$ cat config.mk
export PLATFORM = sky130hd
export DESIGN_NAME = coulomb_sum_to_point
export DESIGN_NICKNAME = d
export VERILOG_FILES = /design/src/sv/cstp_pkg.sv /design/src/sv/coulomb_sum_to_point.sv /design/src/sv/cstp_csub.sv /design/src/sv/cstp_engine.sv
export SDC_FILE = /design/constraint.sdc
export NUM_CORES = 2
export LEC_CHECK = 0
export BUFFER_PORTS_ARGS = -buffer_cell sky130_fd_sc_hd__buf_2
export CAP_MARGIN = 20
export CELL_PAD_IN_SITES_DETAIL_PLACEMENT = 1
export CELL_PAD_IN_SITES_GLOBAL_PLACEMENT = 2
export CORE_ASPECT_RATIO = 1.5
export CORE_UTILIZATION = 35
export DETAILED_ROUTE_END_ITERATION = 7
export PLACE_DENSITY_LB_ADDON = 0.1
export SLEW_MARGIN = 20
export SYNTH_ARGS = -nofsm -noshare
export SYNTH_HDL_FRONTEND = slang
export SYNTH_SLANG_ARGS = --single-unit
$ cat constraint.sdc
create_clock -name clk -period 9.8 [get_ports clk]
set_input_delay 1.47 -clock clk [delete_from_list [all_inputs] [get_ports clk]]
set_output_delay 1.47 -clock clk [all_outputs]
set_load 0.02 [all_outputs]
$ cat src/sv/cstp_pkg.sv
// shared types, constants and register codes for the coulomb sum block
package cstp_pkg;

  localparam int COORD_FRAC_BITS_DEF = 16;
  localparam int CFG_IDX_W = 3;
  localparam int CSUB_W = 38;
  localparam int SQ_STEPS = 5;
  localparam int ROOT_STEPS = 34;
  localparam int DIV_STEPS = 64;

  localparam logic [31:0] REF_RESET = 32'h0033_0000;
  localparam logic [31:0] MIN_DIST_RESET = 32'd7;
  localparam logic [63:0] SUM_MAX = 64'h7fff_ffff_ffff_ffff;
  localparam logic [63:0] SUM_MIN = 64'h8000_0000_0000_0000;

  typedef logic [CFG_IDX_W-1:0] cfg_idx_t;
  localparam cfg_idx_t REG_REF_X = 3'd0;
  localparam cfg_idx_t REG_REF_Y = 3'd1;
  localparam cfg_idx_t REG_REF_Z = 3'd2;
  localparam cfg_idx_t REG_MIN_DIST = 3'd3;

  typedef enum logic [2:0] {
    ST_IDLE,
    ST_SQ,
    ST_ROOT,
    ST_CHECK,
    ST_DIV,
    ST_SIGN,
    ST_DONE
  } eng_state_t;

  typedef struct packed {
    logic [31:0] pos_x;
    logic [31:0] pos_y;
    logic [31:0] pos_z;
    logic [31:0] charge;
    logic        last;
  } item_t;

  typedef struct packed {
    logic [31:0] ref_x;
    logic [31:0] ref_y;
    logic [31:0] ref_z;
    logic [31:0] min_dist;
  } ref_t;

  typedef struct packed {
    logic [63:0] term;
    logic        last;
  } res_t;

endpackage

$ cat src/sv/coulomb_sum_to_point.sv
// top level: configuration registers, saturating accumulator and result register
//
// Usage: one particle per input transfer (in_pos_x/y/z Q15.16, in_particle_charge
// Q7.24, in_is_last). The block adds charge / distance to the configured reference
// point into a saturating Q31.32 sum. On a particle with in_is_last set it presents
// out_total and out_saturated on the result channel and clears the sum.
// A particle passes through the squared-distance, 34-step root and 64-step divide
// steps, the root and divide sharing one compare and subtract unit; the divide is
// skipped when the particle is below the distance threshold or at zero distance.
// in_ready is high only while the engine is idle, so one particle is taken at a time
// and a new particle is not taken until the previous one has left the engine.
// A last particle raises out_valid once its term is taken into the result register.
// The result register lets the next particles start while a result waits; a
// finished last particle holds in the engine until the previous result is taken.
// Reset (rst_n low, synchronous) returns the reference point to 51.0 on each axis,
// the threshold to 7, clears the sum and saturation flag and drops out_valid.
// cfg_we writes cfg_wdata to register cfg_index (0..3); other indices are ignored.
// Write configuration only while the block is idle.
module coulomb_sum_to_point import cstp_pkg::*; #(
  parameter int COORD_FRAC_BITS = COORD_FRAC_BITS_DEF
) (
  input  logic               clk,
  input  logic               rst_n,
  input  logic               in_valid,
  output logic               in_ready,
  input  logic signed [31:0] in_pos_x,
  input  logic signed [31:0] in_pos_y,
  input  logic signed [31:0] in_pos_z,
  input  logic signed [31:0] in_particle_charge,
  input  logic               in_is_last,
  output logic               out_valid,
  input  logic               out_ready,
  output logic signed [63:0] out_total,
  output logic               out_saturated,
  input  logic               cfg_we,
  input  cfg_idx_t           cfg_index,
  input  logic [31:0]        cfg_wdata
);

  ref_t        refs_r;
  logic [63:0] sum_r;
  logic        sat_r;
  logic        out_valid_r;
  logic [63:0] out_total_r;
  logic        out_sat_r;

  item_t       item;
  res_t        res;
  logic        res_valid, res_ready;
  logic [63:0] sum_add, sum_new;
  logic        ovf;

  assign item.pos_x  = in_pos_x;
  assign item.pos_y  = in_pos_y;
  assign item.pos_z  = in_pos_z;
  assign item.charge = in_particle_charge;
  assign item.last   = in_is_last;

  cstp_engine #(
    .COORD_FRAC_BITS (COORD_FRAC_BITS)
  ) u_engine (
    .clk       (clk),
    .rst_n     (rst_n),
    .in_valid  (in_valid),
    .in_ready  (in_ready),
    .in_item   (item),
    .refs      (refs_r),
    .res_valid (res_valid),
    .res_ready (res_ready),
    .res       (res)
  );

  // a last term waits while the result register is still occupied
  assign res_ready = !(res.last && out_valid_r && !out_ready);

  always_comb begin
    sum_add = sum_r + res.term;
    ovf     = (sum_r[63] == res.term[63]) && (sum_add[63] != sum_r[63]);
    if (ovf) begin
      sum_new = sum_r[63] ? SUM_MIN : SUM_MAX;
    end else begin
      sum_new = sum_add;
    end
  end

  always_ff @(posedge clk) begin
    if (!rst_n) begin
      refs_r.ref_x    <= REF_RESET;
      refs_r.ref_y    <= REF_RESET;
      refs_r.ref_z    <= REF_RESET;
      refs_r.min_dist <= MIN_DIST_RESET;
      sum_r           <= '0;
      sat_r           <= 1'b0;
      out_valid_r     <= 1'b0;
    end else begin
      if (cfg_we) begin
        unique case (cfg_index)
          REG_REF_X:    refs_r.ref_x    <= cfg_wdata;
          REG_REF_Y:    refs_r.ref_y    <= cfg_wdata;
          REG_REF_Z:    refs_r.ref_z    <= cfg_wdata;
          REG_MIN_DIST: refs_r.min_dist <= cfg_wdata;
          default: ;
        endcase
      end
      if (res_valid && res_ready && res.last) begin
        out_valid_r <= 1'b1;
      end else if (out_valid_r && out_ready) begin
        out_valid_r <= 1'b0;
      end
      if (res_valid && res_ready) begin
        if (res.last) begin
          sum_r <= '0;
          sat_r <= 1'b0;
        end else begin
          sum_r <= sum_new;
          sat_r <= sat_r | ovf;
        end
      end
    end
  end

  always_ff @(posedge clk) begin
    if (res_valid && res_ready && res.last) begin
      out_total_r <= sum_new;
      out_sat_r   <= sat_r | ovf;
    end
  end

  assign out_valid     = out_valid_r;
  assign out_total     = out_total_r;
  assign out_saturated = out_sat_r;

  a_last_loads_result: assert property (@(posedge clk) disable iff (!rst_n)
    (res_valid && res_ready && res.last) |=> out_valid_r)
    else $error("last term transfer did not load the result register");

  a_last_clears_sum: assert property (@(posedge clk) disable iff (!rst_n)
    (res_valid && res_ready && res.last) |=> (sum_r == '0 && !sat_r))
    else $error("sum not cleared after last term");

  a_no_overwrite: assert property (@(posedge clk) disable iff (!rst_n)
    (out_valid_r && !out_ready) |=> $stable(out_total_r))
    else $error("pending result overwritten");

endmodule

$ cat src/sv/cstp_csub.sv
// shared compare and subtract unit for root and quotient steps
module cstp_csub import cstp_pkg::*; (
  input  logic [CSUB_W-1:0] a,
  input  logic [CSUB_W-1:0] b,
  output logic              ge,
  output logic [CSUB_W-1:0] diff
);

  logic [CSUB_W:0] wide;

  assign wide = {1'b0, a} - {1'b0, b};
  assign ge   = ~wide[CSUB_W];
  assign diff = wide[CSUB_W-1:0];

endmodule

$ cat src/sv/cstp_engine.sv
// sequenced datapath: squared distance, integer root and charge over distance
module cstp_engine import cstp_pkg::*; #(
  parameter int COORD_FRAC_BITS = COORD_FRAC_BITS_DEF
) (
  input  logic  clk,
  input  logic  rst_n,
  input  logic  in_valid,
  output logic  in_ready,
  input  item_t in_item,
  input  ref_t  refs,
  output logic  res_valid,
  input  logic  res_ready,
  output res_t  res
);

  localparam int SHIFT = COORD_FRAC_BITS + 8;

  eng_state_t state_r, state_nxt;
  logic [5:0]  cnt_r;
  logic [31:0] pos_x_r, pos_y_r, pos_z_r;
  logic [31:0] mag_r;
  logic        neg_r;
  logic        last_r;
  logic [31:0] diff_r;
  logic [63:0] prod_r;
  logic [67:0] rad_r;
  logic [35:0] rem_r;
  logic [33:0] root_r;
  logic [63:0] dvd_r;
  logic [63:0] term_r;
  logic        skip_r;

  logic [31:0] pa, pb, ua, ub, ad;
  logic        skip;
  logic [CSUB_W-1:0] cs_a, cs_b, cs_diff;
  logic        cs_ge;

  // next state
  always_comb begin
    state_nxt = state_r;
    unique case (state_r)
      ST_IDLE:  if (in_valid) state_nxt = ST_SQ;
      ST_SQ:    if (cnt_r == 6'(SQ_STEPS - 1)) state_nxt = ST_ROOT;
      ST_ROOT:  if (cnt_r == 6'(ROOT_STEPS - 1)) state_nxt = ST_CHECK;
      ST_CHECK: state_nxt = skip ? ST_SIGN : ST_DIV;
      ST_DIV:   if (cnt_r == 6'(DIV_STEPS - 1)) state_nxt = ST_SIGN;
      ST_SIGN:  state_nxt = ST_DONE;
      ST_DONE:  if (res_ready) state_nxt = ST_IDLE;
      default:  state_nxt = ST_IDLE;
    endcase
  end

  // handshake outputs
  always_comb begin
    in_ready  = (state_r == ST_IDLE);
    res_valid = (state_r == ST_DONE);
    res.term  = term_r;
    res.last  = last_r;
  end

  always_ff @(posedge clk) begin
    if (!rst_n) begin
      state_r <= ST_IDLE;
      cnt_r   <= '0;
    end else begin
      state_r <= state_nxt;
      if (state_nxt != state_r) begin
        cnt_r <= '0;
      end else begin
        cnt_r <= cnt_r + 6'd1;
      end
    end
  end

  // axis select and absolute difference in offset binary
  always_comb begin
    case (cnt_r[1:0])
      2'd0: begin
        pa = pos_x_r;
        pb = refs.ref_x;
      end
      2'd1: begin
        pa = pos_y_r;
        pb = refs.ref_y;
      end
      default: begin
        pa = pos_z_r;
        pb = refs.ref_z;
      end
    endcase
    ua = pa ^ 32'h8000_0000;
    ub = pb ^ 32'h8000_0000;
    ad = (ua >= ub) ? (ua - ub) : (ub - ua);
  end

  always_comb begin
    if (state_r == ST_DIV) begin
      cs_a = {3'b0, rem_r[33:0], dvd_r[63]};
      cs_b = {4'b0, root_r};
    end else begin
      cs_a = {rem_r, rad_r[67:66]};
      cs_b = {2'b0, root_r, 2'b01};
    end
  end

  cstp_csub u_csub (
    .a    (cs_a),
    .b    (cs_b),
    .ge   (cs_ge),
    .diff (cs_diff)
  );

  assign skip = (root_r == '0) || (root_r < {2'b0, refs.min_dist});

  always_ff @(posedge clk) begin
    case (state_r)
      ST_IDLE: begin
        if (in_valid) begin
          pos_x_r <= in_item.pos_x;
          pos_y_r <= in_item.pos_y;
          pos_z_r <= in_item.pos_z;
          neg_r   <= in_item.charge[31];
          mag_r   <= in_item.charge[31] ? (32'd0 - in_item.charge) : in_item.charge;
          last_r  <= in_item.last;
          rad_r   <= '0;
          rem_r   <= '0;
          root_r  <= '0;
        end
      end
      ST_SQ: begin
        if (cnt_r < 6'd3) diff_r <= ad;
        if (cnt_r >= 6'd1 && cnt_r <= 6'd3) prod_r <= diff_r * diff_r;
        if (cnt_r >= 6'd2) rad_r <= rad_r + {4'b0, prod_r};
      end
      ST_ROOT: begin
        rad_r  <= {rad_r[65:0], 2'b00};
        rem_r  <= cs_ge ? cs_diff[35:0] : cs_a[35:0];
        root_r <= {root_r[32:0], cs_ge};
      end
      ST_CHECK: begin
        skip_r <= skip;
        dvd_r  <= {32'b0, mag_r} << SHIFT;
        rem_r  <= '0;
      end
      ST_DIV: begin
        rem_r <= cs_ge ? cs_diff[35:0] : cs_a[35:0];
        dvd_r <= {dvd_r[62:0], cs_ge};
      end
      ST_SIGN: begin
        if (skip_r) begin
          term_r <= '0;
        end else begin
          term_r <= neg_r ? (64'd0 - dvd_r) : dvd_r;
        end
      end
      default: ;
    endcase
  end

  a_root_rem_bound: assert property (@(posedge clk) disable iff (!rst_n)
    (state_r == ST_ROOT) |-> (rem_r <= {1'b0, root_r, 1'b0}))
    else $error("root remainder above twice the partial root");

  a_div_rem_bound: assert property (@(posedge clk) disable iff (!rst_n)
    (state_r == ST_DIV) |-> (rem_r < {2'b0, root_r}))
    else $error("division remainder not below divisor");

  a_root_steps: assert property (@(posedge clk) disable iff (!rst_n)
    (state_r == ST_ROOT) |-> (cnt_r < 6'(ROOT_STEPS)))
    else $error("root step count overrun");

  a_div_nonzero: assert property (@(posedge clk) disable iff (!rst_n)
    (state_r == ST_DIV) |-> (root_r != '0))
    else $error("division entered with zero distance");

endmodule
==> results.toml <==
[clock_network]
h_tree_lvl_count = 3
insertion_delay_ns = 0.72
cts_post_setup_buffers_inserted = 0
cts.path.max_buffers = 3
tritoncts = "built"
clock-sinks = 760
cts_hold_buf = 0
number_of_cts_inserted_buffers = 88
path_clk_slew_ns = 0.07
post_cts.resized_instances = 0
clock_tree.root_cell = "clkbuf_16"

[synthesis]
syn_avg_cell_area_um2 = 9.42
synth_fp_nets = 9289
synth.cell_area_um2 = 73200
postSynth.asyncResetShare_pct = 0
synth_edf_count = 557
synth_cells = 7767
ys_types = 92
proportion_of_synthesized_chip_area_in_sequential_cells_pct = 28.4
synth_seq_cells = 760
yosysWarningCount = 0
most_used_dff_post_synth = "edfxtp_1"

[timing]
part_of_the_cycle_the_worst_path_needs_pct = 95.8
relSlewSlack_pct = 25.0
timing_hold_violations_final = 0
fin_setup_tns_ns = 0
setup_violations = 0
shortest_period_the_worst_path_allows_ns = 9.39
rsz0062_at_grt = "false"
worst_tran_pin_value_ns = 1.12
max_slew_violation_count = 0
max_freq_mhz = 107
max_clock_skew_ns = 0.0698

[worst_setup_path]
start_kind = "register"
timing_worst_setup_path_type = "reg -> reg"
path_max_fanout = 20
cp_data_required_time_ns = 10.24
crit_top_cell = "fa_1"
critical_path_arrival_ns = 9.83
critical-path-slowest-cell = "edfxtp_1"
largest_incremental_delay_on_the_critical_path_ns = 1.03
setup.worst_path.end_class = "register"
worstPathCellList = "buf_4 > and2_1 > inv_1 > fa_1 > fa_1 > inv_1 > fa_1 > fa_1 > fa_1 > fa_1 > fa_1 > ha_1 > ha_1 > a21oi_1 > o21bai_1 > a21oi_1 > o21bai_1 > a221o_1 > a221oi_1 > o21ai_0 > o21ai_0 > inv_1 > a221oi_1 > xnor2_1"

[floorplanning]
number_of_placement_rows = 205
design.core.area_um2 = 208000
num_io_pins = 236
die_width_um = 375
die-area_um2 = 211000
vertical_die_dimension_um = 562
initial_utilization_pct = 35.2

[detailed_routing]
iteration_0_drc_markers = 2208
dr.pass1.iters = 5
met3RoutedLength_um = 5590
num_vias = 54800
detailroute.wirelength.met2_um = 133000
dr.max_layer_used = "met5"
ant_nets = 0
wl_per_cell_um = 22.8
overall_routed_net_length_um = 241000
avgViaCountPerCell = 5.17
m1WireLength_um = 92100
drc = 0

[final_layout]
mostFrequentLayoutCell = "nand2_1"
finish.net_count = 9347
syn_to_final_growth_pct = 9.70
post_route_cells_drive_above_1_share_pct = 7.32
layout.cells.most_common_list = "nand2_1 (1150), inv_1 (1139), fa_1 (796)"

[global_route]
grt_max_degree = 113
grt_remaining_overflow = 0
global_routing_usage_summed_across_all_routing_layers_pct = 22.9
grt_pass1_vias = 61400
number_of_antenna_violations_at_the_first_check_in_global_routing = 18
grt_first_pass_wirelength_um = 370000

[placement]
dp_hpwl_um = 195000
port_buffer_count = 235
gp_routability_congestion = 0.854

[min_path]
min_path_type = "reg -> reg"

[run]
max-cap-violations = 0

[run_status]
outcome = "completed"
==> worst max-delay path: cells and delay by family, from the launching register on <==
| kind | cells | cell delay (ns) |
|---|---|---|
| and+or+nand+nor | 1 | 0.21 |
| adders and majority gates | 9 | 4.17 |
| DFF | 1 | 1.03 |
| xor gates and xnor gates | 1 | 0.10 |
| buffers and inverters | 4 | 0.75 |
| AOI/OAI and AO/OA | 9 | 2.88 |
==> flip-flops by register name, indices dropped and copies added (netlist names), 34 cells and up <==
signal,flops
refs_r,128
u_engine.rad_r,68
out_total,64
sum_r,64
u_engine.dvd_r,64
u_engine.term_r,64
u_engine.prod_r,63
u_engine.rem_r,36
u_engine.root_r,34
==> path summary, 6_finish.rpt <==
| path | endpoint | start | slack [ns] | cells past startpoint |
|---|---|---|---|---|
| hold reg to reg | sum_r[3] | sum_r[3] | 0.46 | 2 |
| hold / removal | sum_r[3] | sum_r[3] | 0.46 | 2 |
| setup reg to reg | u_engine.prod_r[61] | u_engine.diff_r[18] | 0.41 | 24 |
| setup / recovery | u_engine.prod_r[61] | u_engine.diff_r[18] | 0.41 | 24 |
==> cells by family after synthesis <==
kind of cell               share of synthesized area, %
adders and majority gates                          31.3
xor gates and xnor gates                           4.29
and+or+nand+nor                                    14.1
AOI/OAI and AO/OA                                  13.3
DFF                                                28.4
muxes                                             0.826
buffers and inverters                              7.79
==> Yosys cell counts, types with 10 or more instances <==
library cell  instances  area (um2)
buf_1                16        60.1
a31o_2               20         175
or2_2                19         119
nor4_1               18         113
a21oi_1             375        1880
ha_1                557        6970
and3_1               69         432
a211oi_1             22         165
nor3_1               55         275
fa_1                796       15900
a31oi_1              37         231
a22o_1               56         490
and2_1              289        1810
xnor2_1             184        1610
or3_1                29         181
o31ai_1              45         338
nand2_1            1152        4320
nor2b_1              48         300
xor2_1              174        1520
a221oi_1             14         123
nand2b_1             42         263
or4_1                23         173
inv_1              1141        4280
dfxtp_1             203        4060
a21o_1              195        1460
clkbuf_1            332        1250
nand4_1              60         375
o21a_1               34         255
nand3_1              66         330
a21boi_0            133         998
a22oi_1              36         270
o21bai_1             57         428
a41oi_1              10        87.6
o21ai_0             303        1520
edfxtp_1            557       16700
nor2_1              335        1260
mux2i_1              57         571
o221ai_1             10        87.6
buf_2                21         105
o211ai_1             18         135
o41ai_1              17         149
==> layer usage <==
layer	track usage, %	vias up
li1	-	25700
met1	24.9	27900
met2	44.8	752
met3	2.22	338
met4	8.82	20
met5	0	-
==> per-stage QoR <==
stage / hold slack, ns / utilization [%] / worst slack, ns / cell area, um2 / std cells
floorplan: 0.432 / - / 1.17 / 73200 / 7767
global placement: 0.448 / 37.2 / 0.521 / 77200 / 10400
detailed placement: 0.453 / 37.2 / 0.557 / 77200 / 10400
CTS: 0.467 / 38.6 / 0.495 / 80200 / 10600
global route: 0.483 / 38.6 / 0.211 / 80300 / 10600
finish: 0.462 / 38.6 / 0.414 / 80300 / 10600
==> layout make-up <==
type | instances | area (um2)
fill | 23800 | 127000
multi-input combinational | 5496 | 46800
sequential | 760 | 20800
inverter | 1142 | 4290
tap | 2691 | 3370
clock buffer | 116 | 2400
timing repair buffer | 337 | 1960
clock inverter | 47 | 622
antenna | 9 | 22.5
Power is left out: the tool's default activity adds up to more than one toggle a clock period on the data nets, which glitch-free logic cannot reach.
